## src/hw/rtl/porc4_pkg.sv

```systemverilog
`timescale 1ns / 1ps
package porc4_pkg;

    typedef struct packed {
        logic        mode;
        logic [23:0] object_number;
        logic [15:0] generation_number;
        logic [7:0]  data_byte;
        logic        last_byte;
    } in_word_t;

    typedef struct packed {
        logic [7:0] cipher_byte;
        logic       end_of_object;
    } out_word_t;

    // Status and control between the back end and its hash unit.
    typedef struct packed {
        logic start;
        logic done;
    } md5_ctrl_t;

    localparam logic MODE_BEGIN = 1'b0;
    localparam logic MODE_DATA  = 1'b1;

    localparam logic [1:0] CFG_KEY_LOW  = 2'd0;
    localparam logic [1:0] CFG_KEY_HIGH = 2'd1;
    localparam logic [1:0] CFG_KEY_LEN  = 2'd2;

    localparam logic [4:0] MIN_KEY_LEN     = 5'd5;
    localparam logic [4:0] MAX_KEY_BYTES   = 5'd16;
    localparam logic [4:0] SHORT_KEY_LIMIT = 5'd10;
    localparam logic [4:0] TAIL_BYTES      = 5'd5;
    localparam logic [4:0] DIGEST_BYTES    = 5'd16;
    localparam logic [7:0] PAD_BYTE        = 8'h80;
    localparam logic [7:0] BYTE_MASK       = 8'hFF;

    localparam logic [31:0] MD5_INIT_A = 32'h67452301;
    localparam logic [31:0] MD5_INIT_B = 32'hefcdab89;
    localparam logic [31:0] MD5_INIT_C = 32'h98badcfe;
    localparam logic [31:0] MD5_INIT_D = 32'h10325476;

    function automatic logic [4:0] key_len_sat(input logic [4:0] len);
        logic [4:0] res;
        res = len;
        if (len < MIN_KEY_LEN)
        begin
            res = MIN_KEY_LEN;
        end
        else if (len > MAX_KEY_BYTES)
        begin
            res = MAX_KEY_BYTES;
        end
        return res;
    endfunction

    function automatic logic [4:0] md5_rot(input logic [1:0] rnd, input logic [1:0] sub);
        logic [4:0] s;
        case ({rnd, sub})
            4'd0:  s = 5'd7;
            4'd1:  s = 5'd12;
            4'd2:  s = 5'd17;
            4'd3:  s = 5'd22;
            4'd4:  s = 5'd5;
            4'd5:  s = 5'd9;
            4'd6:  s = 5'd14;
            4'd7:  s = 5'd20;
            4'd8:  s = 5'd4;
            4'd9:  s = 5'd11;
            4'd10: s = 5'd16;
            4'd11: s = 5'd23;
            4'd12: s = 5'd6;
            4'd13: s = 5'd10;
            4'd14: s = 5'd15;
            4'd15: s = 5'd21;
            default: s = 5'd0;
        endcase
        return s;
    endfunction

    function automatic logic [31:0] md5_k(input logic [5:0] n);
        logic [31:0] k;
        case (n)
            6'd0:  k = 32'hd76aa478;
            6'd1:  k = 32'he8c7b756;
            6'd2:  k = 32'h242070db;
            6'd3:  k = 32'hc1bdceee;
            6'd4:  k = 32'hf57c0faf;
            6'd5:  k = 32'h4787c62a;
            6'd6:  k = 32'ha8304613;
            6'd7:  k = 32'hfd469501;
            6'd8:  k = 32'h698098d8;
            6'd9:  k = 32'h8b44f7af;
            6'd10: k = 32'hffff5bb1;
            6'd11: k = 32'h895cd7be;
            6'd12: k = 32'h6b901122;
            6'd13: k = 32'hfd987193;
            6'd14: k = 32'ha679438e;
            6'd15: k = 32'h49b40821;
            6'd16: k = 32'hf61e2562;
            6'd17: k = 32'hc040b340;
            6'd18: k = 32'h265e5a51;
            6'd19: k = 32'he9b6c7aa;
            6'd20: k = 32'hd62f105d;
            6'd21: k = 32'h02441453;
            6'd22: k = 32'hd8a1e681;
            6'd23: k = 32'he7d3fbc8;
            6'd24: k = 32'h21e1cde6;
            6'd25: k = 32'hc33707d6;
            6'd26: k = 32'hf4d50d87;
            6'd27: k = 32'h455a14ed;
            6'd28: k = 32'ha9e3e905;
            6'd29: k = 32'hfcefa3f8;
            6'd30: k = 32'h676f02d9;
            6'd31: k = 32'h8d2a4c8a;
            6'd32: k = 32'hfffa3942;
            6'd33: k = 32'h8771f681;
            6'd34: k = 32'h6d9d6122;
            6'd35: k = 32'hfde5380c;
            6'd36: k = 32'ha4beea44;
            6'd37: k = 32'h4bdecfa9;
            6'd38: k = 32'hf6bb4b60;
            6'd39: k = 32'hbebfbc70;
            6'd40: k = 32'h289b7ec6;
            6'd41: k = 32'heaa127fa;
            6'd42: k = 32'hd4ef3085;
            6'd43: k = 32'h04881d05;
            6'd44: k = 32'hd9d4d039;
            6'd45: k = 32'he6db99e5;
            6'd46: k = 32'h1fa27cf8;
            6'd47: k = 32'hc4ac5665;
            6'd48: k = 32'hf4292244;
            6'd49: k = 32'h432aff97;
            6'd50: k = 32'hab9423a7;
            6'd51: k = 32'hfc93a039;
            6'd52: k = 32'h655b59c3;
            6'd53: k = 32'h8f0ccc92;
            6'd54: k = 32'hffeff47d;
            6'd55: k = 32'h85845dd1;
            6'd56: k = 32'h6fa87e4f;
            6'd57: k = 32'hfe2ce6e0;
            6'd58: k = 32'ha3014314;
            6'd59: k = 32'h4e0811a1;
            6'd60: k = 32'hf7537e82;
            6'd61: k = 32'hbd3af235;
            6'd62: k = 32'h2ad7d2bb;
            6'd63: k = 32'heb86d391;
            default: k = 32'h0;
        endcase
        return k;
    endfunction

endpackage

```

## src/hw/rtl/pdf_object_rc4_cipher_top.sv

```systemverilog
`timescale 1ns / 1ps
// Per-object RC4 cipher of the PDF standard security handler.
// Item channel (item_valid/item_ready/item_data) takes one word per item. A begin
// word (mode 0) hashes the file key with the object and generation numbers by
// MD5 and runs the RC4 key schedule; it produces no result. A data word (mode 1)
// produces one result word on the result channel with the ciphered byte.
// Configuration words (cfg_valid/cfg_ready/cfg_index/cfg_data) are always taken
// and must only be sent while the block is idle.
// Sequence: a begin word occupies the back end for the MD5 round loop (an add and
// a rotate step per round), the key schedule at four table accesses per entry on
// the permutation memory (one read port, one write port), and a handoff. A data
// word runs the read-swap-write on that memory, then waits in its emit step while
// the result slot is full; its result is registered there, and the back end takes
// no new word before it is idle again. A queue of QUEUE_DEPTH words sits in front.
// Reset leaves the identity permutation (held by per-entry valid bits), zero
// stream indices, a zero file key and a key length of 5. When the receiver
// stalls the result word holds, the back end waits, and once the queue fills
// item_ready drops.
module pdf_object_rc4_cipher_top
    import porc4_pkg::*;
#(
    parameter int QUEUE_DEPTH = 4
)
(
    input  logic       clk,
    input  logic       rst_n,
    input  logic       item_valid,
    output logic       item_ready,
    input  in_word_t   item_data,
    output logic       result_valid,
    input  logic       result_ready,
    output out_word_t  result_data,
    input  logic       cfg_valid,
    output logic       cfg_ready,
    input  logic [1:0] cfg_index,
    input  logic [63:0] cfg_data
);

    logic [63:0] key_low_reg;
    logic [63:0] key_high_reg;
    logic [4:0]  key_len_reg;
    logic        q_valid;
    logic        q_ready;
    in_word_t    q_word;

    assign cfg_ready = 1'b1;

    always_ff @(posedge clk or negedge rst_n)
    begin
        if (!rst_n)
        begin
            key_low_reg  <= '0;
            key_high_reg <= '0;
            key_len_reg  <= MIN_KEY_LEN;
        end
        else if (cfg_valid && cfg_ready)
        begin
            case (cfg_index)
                CFG_KEY_LOW:  key_low_reg  <= cfg_data;
                CFG_KEY_HIGH: key_high_reg <= cfg_data;
                CFG_KEY_LEN:  key_len_reg  <= cfg_data[4:0];
                default:
                begin
                end
            endcase
        end
    end

    porc4_front #(
        .DEPTH (QUEUE_DEPTH)
    ) u_front (
        .clk        (clk),
        .rst_n      (rst_n),
        .item_valid (item_valid),
        .item_ready (item_ready),
        .item_data  (item_data),
        .q_valid    (q_valid),
        .q_ready    (q_ready),
        .q_word     (q_word)
    );

    porc4_back u_back (
        .clk          (clk),
        .rst_n        (rst_n),
        .q_valid      (q_valid),
        .q_ready      (q_ready),
        .q_word       (q_word),
        .file_key     ({key_high_reg, key_low_reg}),
        .key_len      (key_len_reg),
        .result_valid (result_valid),
        .result_ready (result_ready),
        .result_data  (result_data)
    );

endmodule

```

## src/hw/rtl/porc4_front.sv

```systemverilog
`timescale 1ns / 1ps
module porc4_front
    import porc4_pkg::*;
#(
    parameter int DEPTH = 4
)
(
    input  logic     clk,
    input  logic     rst_n,
    input  logic     item_valid,
    output logic     item_ready,
    input  in_word_t item_data,
    output logic     q_valid,
    input  logic     q_ready,
    output in_word_t q_word
);

    localparam int PW = (DEPTH > 1) ? $clog2(DEPTH) : 1;
    localparam int CW = $clog2(DEPTH + 1);

    in_word_t        fifo_mem [DEPTH];
    logic [PW-1:0]   wr_ptr_reg;
    logic [PW-1:0]   rd_ptr_reg;
    logic [CW-1:0]   count_reg;
    logic [CW-1:0]   count_next;
    in_word_t        clean_word;
    logic            push;
    logic            pop;

    // Fields that the mode does not use are cleared, so the back end sees one shape per kind.
    always_comb
    begin
        clean_word = item_data;
        if (item_data.mode == MODE_BEGIN)
        begin
            clean_word.data_byte = '0;
            clean_word.last_byte = 1'b0;
        end
        else
        begin
            clean_word.object_number     = '0;
            clean_word.generation_number = '0;
        end
    end

    assign item_ready = (count_reg != CW'(DEPTH));
    assign q_valid    = (count_reg != '0);
    assign q_word     = fifo_mem[rd_ptr_reg];
    assign push       = item_valid && item_ready;
    assign pop        = q_valid && q_ready;

    always_comb
    begin
        count_next = count_reg;
        if (push && !pop)
        begin
            count_next = count_reg + 1'b1;
        end
        else if (pop && !push)
        begin
            count_next = count_reg - 1'b1;
        end
    end

    always_ff @(posedge clk)
    begin
        if (push)
        begin
            fifo_mem[wr_ptr_reg] <= clean_word;
        end
    end

    always_ff @(posedge clk or negedge rst_n)
    begin
        if (!rst_n)
        begin
            wr_ptr_reg <= '0;
            rd_ptr_reg <= '0;
            count_reg  <= '0;
        end
        else
        begin
            count_reg <= count_next;
            if (push)
            begin
                wr_ptr_reg <= (wr_ptr_reg == PW'(DEPTH - 1)) ? '0 : wr_ptr_reg + 1'b1;
            end
            if (pop)
            begin
                rd_ptr_reg <= (rd_ptr_reg == PW'(DEPTH - 1)) ? '0 : rd_ptr_reg + 1'b1;
            end
        end
    end

    a_count_bound: assert property (@(posedge clk) disable iff (!rst_n)
        count_reg <= CW'(DEPTH))
        else $error("queue count above depth");

    a_push_count: assert property (@(posedge clk) disable iff (!rst_n)
        (push && !pop) |=> (count_reg == $past(count_reg) + 1'b1))
        else $error("push without pop did not grow the queue");

    a_ptr_match: assert property (@(posedge clk) disable iff (!rst_n)
        (count_reg == '0) |-> (wr_ptr_reg == rd_ptr_reg))
        else $error("empty queue with pointers apart");

endmodule

```

## src/hw/rtl/porc4_md5.sv

```systemverilog
`timescale 1ns / 1ps
module porc4_md5
    import porc4_pkg::*;
(
    input  logic         clk,
    input  logic         rst_n,
    input  md5_ctrl_t    ctrl_in,
    output md5_ctrl_t    ctrl_out,
    input  logic [511:0] msg,
    output logic [127:0] digest
);

    localparam logic [1:0] M_IDLE = 2'd0;
    localparam logic [1:0] M_ADD  = 2'd1;
    localparam logic [1:0] M_ROT  = 2'd2;
    localparam logic [1:0] M_FIN  = 2'd3;

    logic [1:0]   state_reg;
    logic [5:0]   n_reg;
    logic         done_reg;
    logic [511:0] msg_reg;
    logic [31:0]  a_reg;
    logic [31:0]  b_reg;
    logic [31:0]  c_reg;
    logic [31:0]  d_reg;
    logic [31:0]  t_reg;
    logic [31:0]  t_next;
    logic [31:0]  f;
    logic [3:0]   g;
    logic [31:0]  w;
    logic [4:0]   s;
    logic [63:0]  dbl;

    always_comb
    begin
        case (n_reg[5:4])
            2'd0:
            begin
                f = (b_reg & c_reg) | (~b_reg & d_reg);
                g = n_reg[3:0];
            end
            2'd1:
            begin
                f = (d_reg & b_reg) | (~d_reg & c_reg);
                g = 4'(n_reg * 3'd5 + 1'b1);
            end
            2'd2:
            begin
                f = b_reg ^ c_reg ^ d_reg;
                g = 4'(n_reg * 2'd3 + 3'd5);
            end
            default:
            begin
                f = c_reg ^ (b_reg | ~d_reg);
                g = 4'(n_reg * 3'd7);
            end
        endcase
        w      = msg_reg[32*g +: 32];
        t_next = a_reg + f + md5_k(n_reg) + w;
        s      = md5_rot(n_reg[5:4], n_reg[1:0]);
        dbl    = {t_reg, t_reg} << s;
    end

    always_ff @(posedge clk)
    begin
        case (state_reg)
            M_IDLE:
            begin
                if (ctrl_in.start)
                begin
                    msg_reg <= msg;
                    a_reg   <= MD5_INIT_A;
                    b_reg   <= MD5_INIT_B;
                    c_reg   <= MD5_INIT_C;
                    d_reg   <= MD5_INIT_D;
                end
            end
            M_ADD:
            begin
                t_reg <= t_next;
            end
            M_ROT:
            begin
                a_reg <= d_reg;
                d_reg <= c_reg;
                c_reg <= b_reg;
                b_reg <= b_reg + dbl[63:32];
            end
            M_FIN:
            begin
                digest <= {MD5_INIT_D + d_reg, MD5_INIT_C + c_reg,
                           MD5_INIT_B + b_reg, MD5_INIT_A + a_reg};
            end
            default:
            begin
            end
        endcase
    end

    always_ff @(posedge clk or negedge rst_n)
    begin
        if (!rst_n)
        begin
            state_reg <= M_IDLE;
            n_reg     <= '0;
            done_reg  <= 1'b0;
        end
        else
        begin
            done_reg <= 1'b0;
            case (state_reg)
                M_IDLE:
                begin
                    if (ctrl_in.start)
                    begin
                        n_reg     <= '0;
                        state_reg <= M_ADD;
                    end
                end
                M_ADD:
                begin
                    state_reg <= M_ROT;
                end
                M_ROT:
                begin
                    n_reg     <= n_reg + 1'b1;
                    state_reg <= (n_reg == 6'd63) ? M_FIN : M_ADD;
                end
                M_FIN:
                begin
                    done_reg  <= 1'b1;
                    state_reg <= M_IDLE;
                end
                default:
                begin
                    state_reg <= M_IDLE;
                end
            endcase
        end
    end

    assign ctrl_out.start = 1'b0;
    assign ctrl_out.done  = done_reg;

endmodule

```

## src/hw/rtl/porc4_back.sv

```systemverilog
`timescale 1ns / 1ps
module porc4_back
    import porc4_pkg::*;
(
    input  logic         clk,
    input  logic         rst_n,
    input  logic         q_valid,
    output logic         q_ready,
    input  in_word_t     q_word,
    input  logic [127:0] file_key,
    input  logic [4:0]   key_len,
    output logic         result_valid,
    input  logic         result_ready,
    output out_word_t    result_data
);

    localparam logic [3:0] B_IDLE = 4'd0;
    localparam logic [3:0] B_MD5  = 4'd1;
    localparam logic [3:0] B_K1   = 4'd2;
    localparam logic [3:0] B_K2   = 4'd3;
    localparam logic [3:0] B_K3   = 4'd4;
    localparam logic [3:0] B_K4   = 4'd5;
    localparam logic [3:0] B_P1   = 4'd6;
    localparam logic [3:0] B_P2   = 4'd7;
    localparam logic [3:0] B_P3   = 4'd8;
    localparam logic [3:0] B_EMIT = 4'd9;

    logic [3:0]   state_reg;
    logic [3:0]   state_next;
    logic [7:0]   i_reg;
    logic [7:0]   j_reg;
    logic [7:0]   n_reg;
    logic [3:0]   kidx_reg;
    logic [7:0]   s_reg;
    logic [7:0]   sj_reg;
    logic [7:0]   data_reg;
    logic         last_reg;
    out_word_t    res_reg;
    logic         result_valid_reg;
    out_word_t    result_data_reg;

    logic [7:0]   perm_mem [256];
    logic [255:0] valid_reg;
    logic [7:0]   rd_reg;
    logic         rvalid_reg;
    logic [7:0]   raddr_reg;
    logic [7:0]   raddr;
    logic [7:0]   waddr;
    logic [7:0]   wdata;
    logic         we;
    logic         tbl_clear;
    logic [7:0]   eff;
    logic [7:0]   ks;
    logic [7:0]   j_sum;
    logic [7:0]   key_byte;
    logic [4:0]   len_sat;
    logic [4:0]   klen;
    logic [511:0] msg;
    logic [39:0]  tail;
    logic [2:0]   tail_idx;
    logic [6:0]   pidx;
    md5_ctrl_t    md5_in;
    md5_ctrl_t    md5_out;
    logic [127:0] digest;

    // An entry never written since the last clear holds its own index.
    assign eff      = rvalid_reg ? rd_reg : raddr_reg;
    assign key_byte = digest[8*kidx_reg +: 8];
    assign j_sum    = j_reg + eff + key_byte;
    assign len_sat  = key_len_sat(key_len);
    assign klen     = (len_sat > SHORT_KEY_LIMIT) ? DIGEST_BYTES : len_sat + TAIL_BYTES;
    assign tail     = {q_word.generation_number, q_word.object_number};

    // One message block: key bytes, object and generation bytes, pad, bit length.
    always_comb
    begin
        msg      = '0;
        tail_idx = '0;
        for (int p = 0; p < 64; p++)
        begin
            pidx     = 7'(p);
            tail_idx = 3'(pidx - {2'b00, len_sat});
            if (pidx < {2'b00, len_sat})
            begin
                msg[8*p +: 8] = file_key[8*(p % 16) +: 8];
            end
            else if (pidx < {2'b00, len_sat} + {2'b00, TAIL_BYTES})
            begin
                msg[8*p +: 8] = tail[8*tail_idx +: 8];
            end
            else if (pidx == {2'b00, len_sat} + {2'b00, TAIL_BYTES})
            begin
                msg[8*p +: 8] = PAD_BYTE;
            end
            else if (p == 56)
            begin
                msg[8*p +: 8] = {len_sat + TAIL_BYTES, 3'b000};
            end
        end
    end

    // Keystream byte: the two table writes of this step are not yet visible to the read.
    always_comb
    begin
        if (raddr_reg == j_reg)
        begin
            ks = s_reg;
        end
        else if (raddr_reg == i_reg)
        begin
            ks = sj_reg;
        end
        else
        begin
            ks = eff;
        end
    end

    always_comb
    begin
        state_next   = state_reg;
        q_ready      = 1'b0;
        md5_in.start = 1'b0;
        md5_in.done  = 1'b0;
        tbl_clear    = 1'b0;
        we           = 1'b0;
        waddr        = '0;
        wdata        = '0;
        raddr        = '0;
        case (state_reg)
            B_IDLE:
            begin
                q_ready = 1'b1;
                if (q_valid)
                begin
                    if (q_word.mode == MODE_BEGIN)
                    begin
                        md5_in.start = 1'b1;
                        state_next   = B_MD5;
                    end
                    else
                    begin
                        raddr      = i_reg + 1'b1;
                        state_next = B_P1;
                    end
                end
            end
            B_MD5:
            begin
                if (md5_out.done)
                begin
                    tbl_clear  = 1'b1;
                    state_next = B_K1;
                end
            end
            B_K1:
            begin
                raddr      = n_reg;
                state_next = B_K2;
            end
            B_K2:
            begin
                raddr      = j_sum;
                state_next = B_K3;
            end
            B_K3:
            begin
                we         = 1'b1;
                waddr      = n_reg;
                wdata      = eff;
                state_next = B_K4;
            end
            B_K4:
            begin
                we         = 1'b1;
                waddr      = j_reg;
                wdata      = s_reg;
                state_next = (n_reg == BYTE_MASK) ? B_IDLE : B_K1;
            end
            B_P1:
            begin
                raddr      = j_reg + eff;
                state_next = B_P2;
            end
            B_P2:
            begin
                we         = 1'b1;
                waddr      = i_reg;
                wdata      = eff;
                raddr      = s_reg + eff;
                state_next = B_P3;
            end
            B_P3:
            begin
                we         = 1'b1;
                waddr      = j_reg;
                wdata      = s_reg;
                state_next = B_EMIT;
            end
            B_EMIT:
            begin
                if (!result_valid_reg || result_ready)
                begin
                    state_next = B_IDLE;
                end
            end
            default:
            begin
                state_next = B_IDLE;
            end
        endcase
    end

    porc4_md5 u_md5 (
        .clk      (clk),
        .rst_n    (rst_n),
        .ctrl_in  (md5_in),
        .ctrl_out (md5_out),
        .msg      (msg),
        .digest   (digest)
    );

    always_ff @(posedge clk)
    begin
        if (we)
        begin
            perm_mem[waddr] <= wdata;
        end
        rd_reg     <= perm_mem[raddr];
        rvalid_reg <= valid_reg[raddr];
        raddr_reg  <= raddr;
    end

    always_ff @(posedge clk or negedge rst_n)
    begin
        if (!rst_n)
        begin
            valid_reg <= '0;
        end
        else if (tbl_clear)
        begin
            valid_reg <= '0;
        end
        else if (we)
        begin
            valid_reg[waddr] <= 1'b1;
        end
    end

    always_ff @(posedge clk)
    begin
        case (state_reg)
            B_IDLE:
            begin
                data_reg <= q_word.data_byte;
                last_reg <= q_word.last_byte;
            end
            B_K2, B_P1:
            begin
                s_reg <= eff;
            end
            B_P2:
            begin
                sj_reg <= eff;
            end
            B_P3:
            begin
                res_reg.cipher_byte   <= data_reg ^ ks;
                res_reg.end_of_object <= last_reg;
            end
            default:
            begin
            end
        endcase
        if (state_reg == B_EMIT && (!result_valid_reg || result_ready))
        begin
            result_data_reg <= res_reg;
        end
    end

    always_ff @(posedge clk or negedge rst_n)
    begin
        if (!rst_n)
        begin
            state_reg        <= B_IDLE;
            i_reg            <= '0;
            j_reg            <= '0;
            n_reg            <= '0;
            kidx_reg         <= '0;
            result_valid_reg <= 1'b0;
        end
        else
        begin
            state_reg <= state_next;
            case (state_reg)
                B_IDLE:
                begin
                    if (q_valid && q_word.mode == MODE_DATA)
                    begin
                        i_reg <= i_reg + 1'b1;
                    end
                end
                B_MD5:
                begin
                    n_reg    <= '0;
                    j_reg    <= '0;
                    kidx_reg <= '0;
                end
                B_K2:
                begin
                    j_reg <= j_sum;
                end
                B_K4:
                begin
                    n_reg    <= n_reg + 1'b1;
                    kidx_reg <= ({1'b0, kidx_reg} == klen - 1'b1) ? '0 : kidx_reg + 1'b1;
                    if (n_reg == BYTE_MASK)
                    begin
                        i_reg <= '0;
                        j_reg <= '0;
                    end
                end
                B_P1:
                begin
                    j_reg <= j_reg + eff;
                end
                default:
                begin
                end
            endcase
            if (state_reg == B_EMIT && (!result_valid_reg || result_ready))
            begin
                result_valid_reg <= 1'b1;
            end
            else if (result_ready)
            begin
                result_valid_reg <= 1'b0;
            end
        end
    end

    assign result_valid = result_valid_reg;
    assign result_data  = result_data_reg;

    a_ksa_end: assert property (@(posedge clk) disable iff (!rst_n)
        (state_reg == B_K4 && n_reg == BYTE_MASK) |=> (i_reg == 8'h00 && j_reg == 8'h00))
        else $error("stream indices not cleared after key schedule");

    a_emit_hold: assert property (@(posedge clk) disable iff (!rst_n)
        (state_reg == B_EMIT && result_valid_reg && !result_ready) |=> (state_reg == B_EMIT))
        else $error("result left while output slot busy");

    a_write_states: assert property (@(posedge clk) disable iff (!rst_n)
        we |-> (state_reg == B_K3 || state_reg == B_K4 || state_reg == B_P2 ||
                state_reg == B_P3))
        else $error("table write outside a write step");

    a_hash_start: assert property (@(posedge clk) disable iff (!rst_n)
        md5_in.start |=> (state_reg == B_MD5))
        else $error("hash started without waiting for it");

endmodule

```

## config.mk

```make
export PLATFORM = sky130hd
export DESIGN_NAME = pdf_object_rc4_cipher_top
export DESIGN_NICKNAME = d
export VERILOG_FILES = /design/src/hw/rtl/porc4_pkg.sv /design/src/hw/rtl/pdf_object_rc4_cipher_top.sv /design/src/hw/rtl/porc4_front.sv /design/src/hw/rtl/porc4_md5.sv /design/src/hw/rtl/porc4_back.sv
export SDC_FILE = /design/constraint.sdc
export NUM_CORES = 2
export LEC_CHECK = 0
export BUFFER_PORTS_ARGS = -buffer_cell sky130_fd_sc_hd__buf_2
export CAP_MARGIN = 40
export CORE_AREA = 3 3 607 1062
export DETAILED_ROUTE_END_ITERATION = 7
export DIE_AREA = 0 0 610 1065
export PLACE_DENSITY = 0.36
export SLEW_MARGIN = 20
export SYNTH_ARGS = -nofsm -noshare
export SYNTH_HDL_FRONTEND = slang
export SYNTH_MEMORY_MAX_BITS = 65536
export SYNTH_SLANG_ARGS = --single-unit
```

## constraint.sdc

```tcl
create_clock -name clk -period 61.6 [get_ports clk]
set_input_delay 15.4 -clock clk [delete_from_list [all_inputs] [get_ports clk]]
set_output_delay 15.4 -clock clk [all_outputs]
set_load 0.01 [all_outputs]
```

==> summary.txt <==
Critical path
  – Reg-to-reg critical path endpoint: u_back.u_md5.t_reg[28]
  – Worst path required time: roughly 46 ns
  – Crit Path Class: reg -> out
  – WP depth: 3
  – WP data arrival: ~1.9 ns
  – Cell family with most CP delay: flip-flops
  – CP max stage delay: 0.43 ns
  – CP Capture Type: primary output
  – Critical Path Start: u_front.count_reg[0]
  – Max FO, Critical Path: 6
  – Worst Reg-to-Reg Cells: 27
  – Worst Setup EP: item_ready
  – Worst Path Buf+Inv: 1
  – CP Cell Sequence: nor2_1, nand2_1, buf_2
  – Worst setup SP type: flip-flop
  – CP max-delay cell: dfrtp_1
  – R2R setup slack: approximately 52 ns
  – Worst R2R Start: u_back.u_md5.n_reg[4]

Logic synthesis
  – Post-synthesis cell area: around 0.16 mm2
  – #FFs+latches synth: 3539
  – Post-synth top area cell: edfxtp_1
  – Synth top area share: 58.2%
  – Seq/Total Area, Yosys: 65.3%
  – Avg Inst Size Synth: 12.5 um2
  – Distinct cells, synth: 94
  – Ys flop type: edfxtp_1
  – Ys async rst share: 12.4%
  – Post-Syn Instances: 12.8k
  – Synth area leaders: edfxtp_1, dfrtp_1, nand2_1
  – YS warnings: 0
  – Post-synth EDFFs: 3084

Clocking
  – TritonCTS clock tree: yes
  – Clock sink total: approximately 3.5k
  – CTS buffer count: 388
  – Post-CTS sizing: 0
  – CTS root buf: clkbuf_16
  – Maximum root-to-sink buffer count: 5
  – CTS Hold Buffers Added: 0
  – Post-CTS Setup Repair Bufs: 0
  – Clock transition at the registers of the reported paths: 0.06 ns
  – H-Tree Depth: 5
  – Skew-Pair Late Insertion Delay: 1.06 ns

Routing
  – DR pass1 iterations: 8
  – Via count: 106k
  – Post-DRT Antenna Nets: 0
  – # DRC: 3
  – Total wire length: 634000 um
  – Detailed Route Iter0 Violations: 7632
  – Routed vias/inst: 4.78
  – WL/cell: between 20 and 30 um

Place
  – Post-detail-place hpwl: 435000 um
  – PortBufs: ~130
  – Inst Count DP: 21.4k
  – Gpl congestion: 0.916

Global route
  – Number of global-route vias before repair: 109k
  – Remaining global-route overflow: 0
  – Gr usage total: 19.1%
  – Initial antenna violation count: 29
  – First-pass GRT wire length: 882000 um
  – Largest net degree at the start of global routing: around 170

Cells and area
  – Layout cell share with drive strength beyond 1: approximately 15%
  – Number of flip-flops under the largest register name: 2048
  – Most frequent cells in the layout: edfxtp_1, nand2_1, nand3_1, nor2_1, buf_4
  – Fill cells: 65.2k
  – Post-layout net count: 13.7k
  – Commonest non-fill, non-tap cell in the layout: edfxtp_1
  – Non-filler cells, final: 22.1k
  – Finished Core Util: 29.3%
  – Area grow syn2layout: 17.5%

Timing
  – Setup-failing EPs final: 0
  – Worst rel slew slack: between 20% and 30%
  – Final Skew: 0.129 ns
  – Fin crit share: 28.1%
  – Final min period: 17.30 ns
  – Final setup TNS: 0 ns
  – Tightest Pin Transition: around 1.1 ns
  – Final hold violations: 0
  – Max-slew violations: 0
  – RSZ-0062 raised after global routing: no
  – Max Clk Rate: between 50 and 60 MHz

Floorplanning
  – Die Ht: 1070 um
  – IO Count: about 130
  – Die W: 610 um
  – Core Box Area: 0.637 mm2
  – Num rows: 388
  – Initial Utilization: 25.0%
  – Die Footprint: 0.650 mm2

Outcome
  – Status: finished with violations
  – Failing checks: design-rule violations

Worst hold path
  – Hold Path Depth: 0
  – Hold Path Class: reg -> reg

Job
  – Max-cap violations: 0
[Yosys cell counts, types with 139 or more instances]
cell,number
a31oi_1,164
mux2_2,219
clkbuf_1,506
mux2i_1,331
o21a_1,279
ha_1,139
inv_1,200
a21oi_1,408
dfrtp_1,436
o21ai_0,332
buf_2,202
a311oi_1,229
nand2_1,2681
mux4_2,216
and3_1,183
nand3_1,1024
edfxtp_1,3084
nor2_1,625
[metal layers]
metal	vias up	global-route usage, %	share of wire, %
met1	54500	20.1	36
met3	951	1.95	3.0
met5	-	0.00737	0.0043
met2	2435	36.6	55
li1	47900	-	-
met4	4	10.8	6.4
[through the flow]
step | area (um2) | hold WS (ns) | worst slack [ns]
3_3_place_gp | 171000 | 0.435 | 43.38
5_1_grt | 187000 | 0.463 | 44.15
4_1_cts | 187000 | 0.445 | 44.17
6_report | 187000 | 0.446 | 44.31
3_5_place_dp | 174000 | 0.436 | 43.92
2_1_floorplan | 160000 | 0.400 | 9.62
[worst min path at each step]
stage	start	endpoint	slack (ns)
6_report	key_low_reg[27]	u_back.u_md5.msg_reg[27]	0.45
5_1_grt	key_low_reg[27]	u_back.u_md5.msg_reg[27]	0.46
4_1_cts	key_low_reg[27]	u_back.u_md5.msg_reg[27]	0.45
3_5_place_dp	key_low_reg[27]	u_back.u_md5.msg_reg[27]	0.44
3_3_place_gp	key_low_reg[27]	u_back.u_md5.msg_reg[27]	0.44
2_1_floorplan	u_back.last_reg	u_back.res_reg[0]	0.40
[kinds of logic (layout without fill, tap and decap cells)]
logic type               after synthesis  count (layout)  share of synthesized area, %
AO/OA/AOI/OAI                       1897            1897                          8.03
buffers and inverters               1076            1755                          2.78
multiplexers                         766             766                          6.69
flip-flops                          3539            3539                          65.3
AND/OR/NAND/NOR                     5001            5001                          13.6
XOR/XNOR                             261             261                          1.45
other                                  2             300                       0.00472
adder cells (fa/ha/maj)              223             223                          2.08
[layout make-up]
type	count	area, um2	area share, %
repair buffers	842	7060	3.78
inverters	210	821	0.439
diodes	16	40.0	0.0214
multi-input cells	8432	52300	28.0
clock inverters	184	1610	0.864
well taps	8385	10500	5.61
flip-flops and latches	3539	104000	55.6
clock buffers	519	10600	5.69
Power is left out: the tool's default activity adds up to more than one toggle a clock period on the data nets, which glitch-free logic cannot reach.
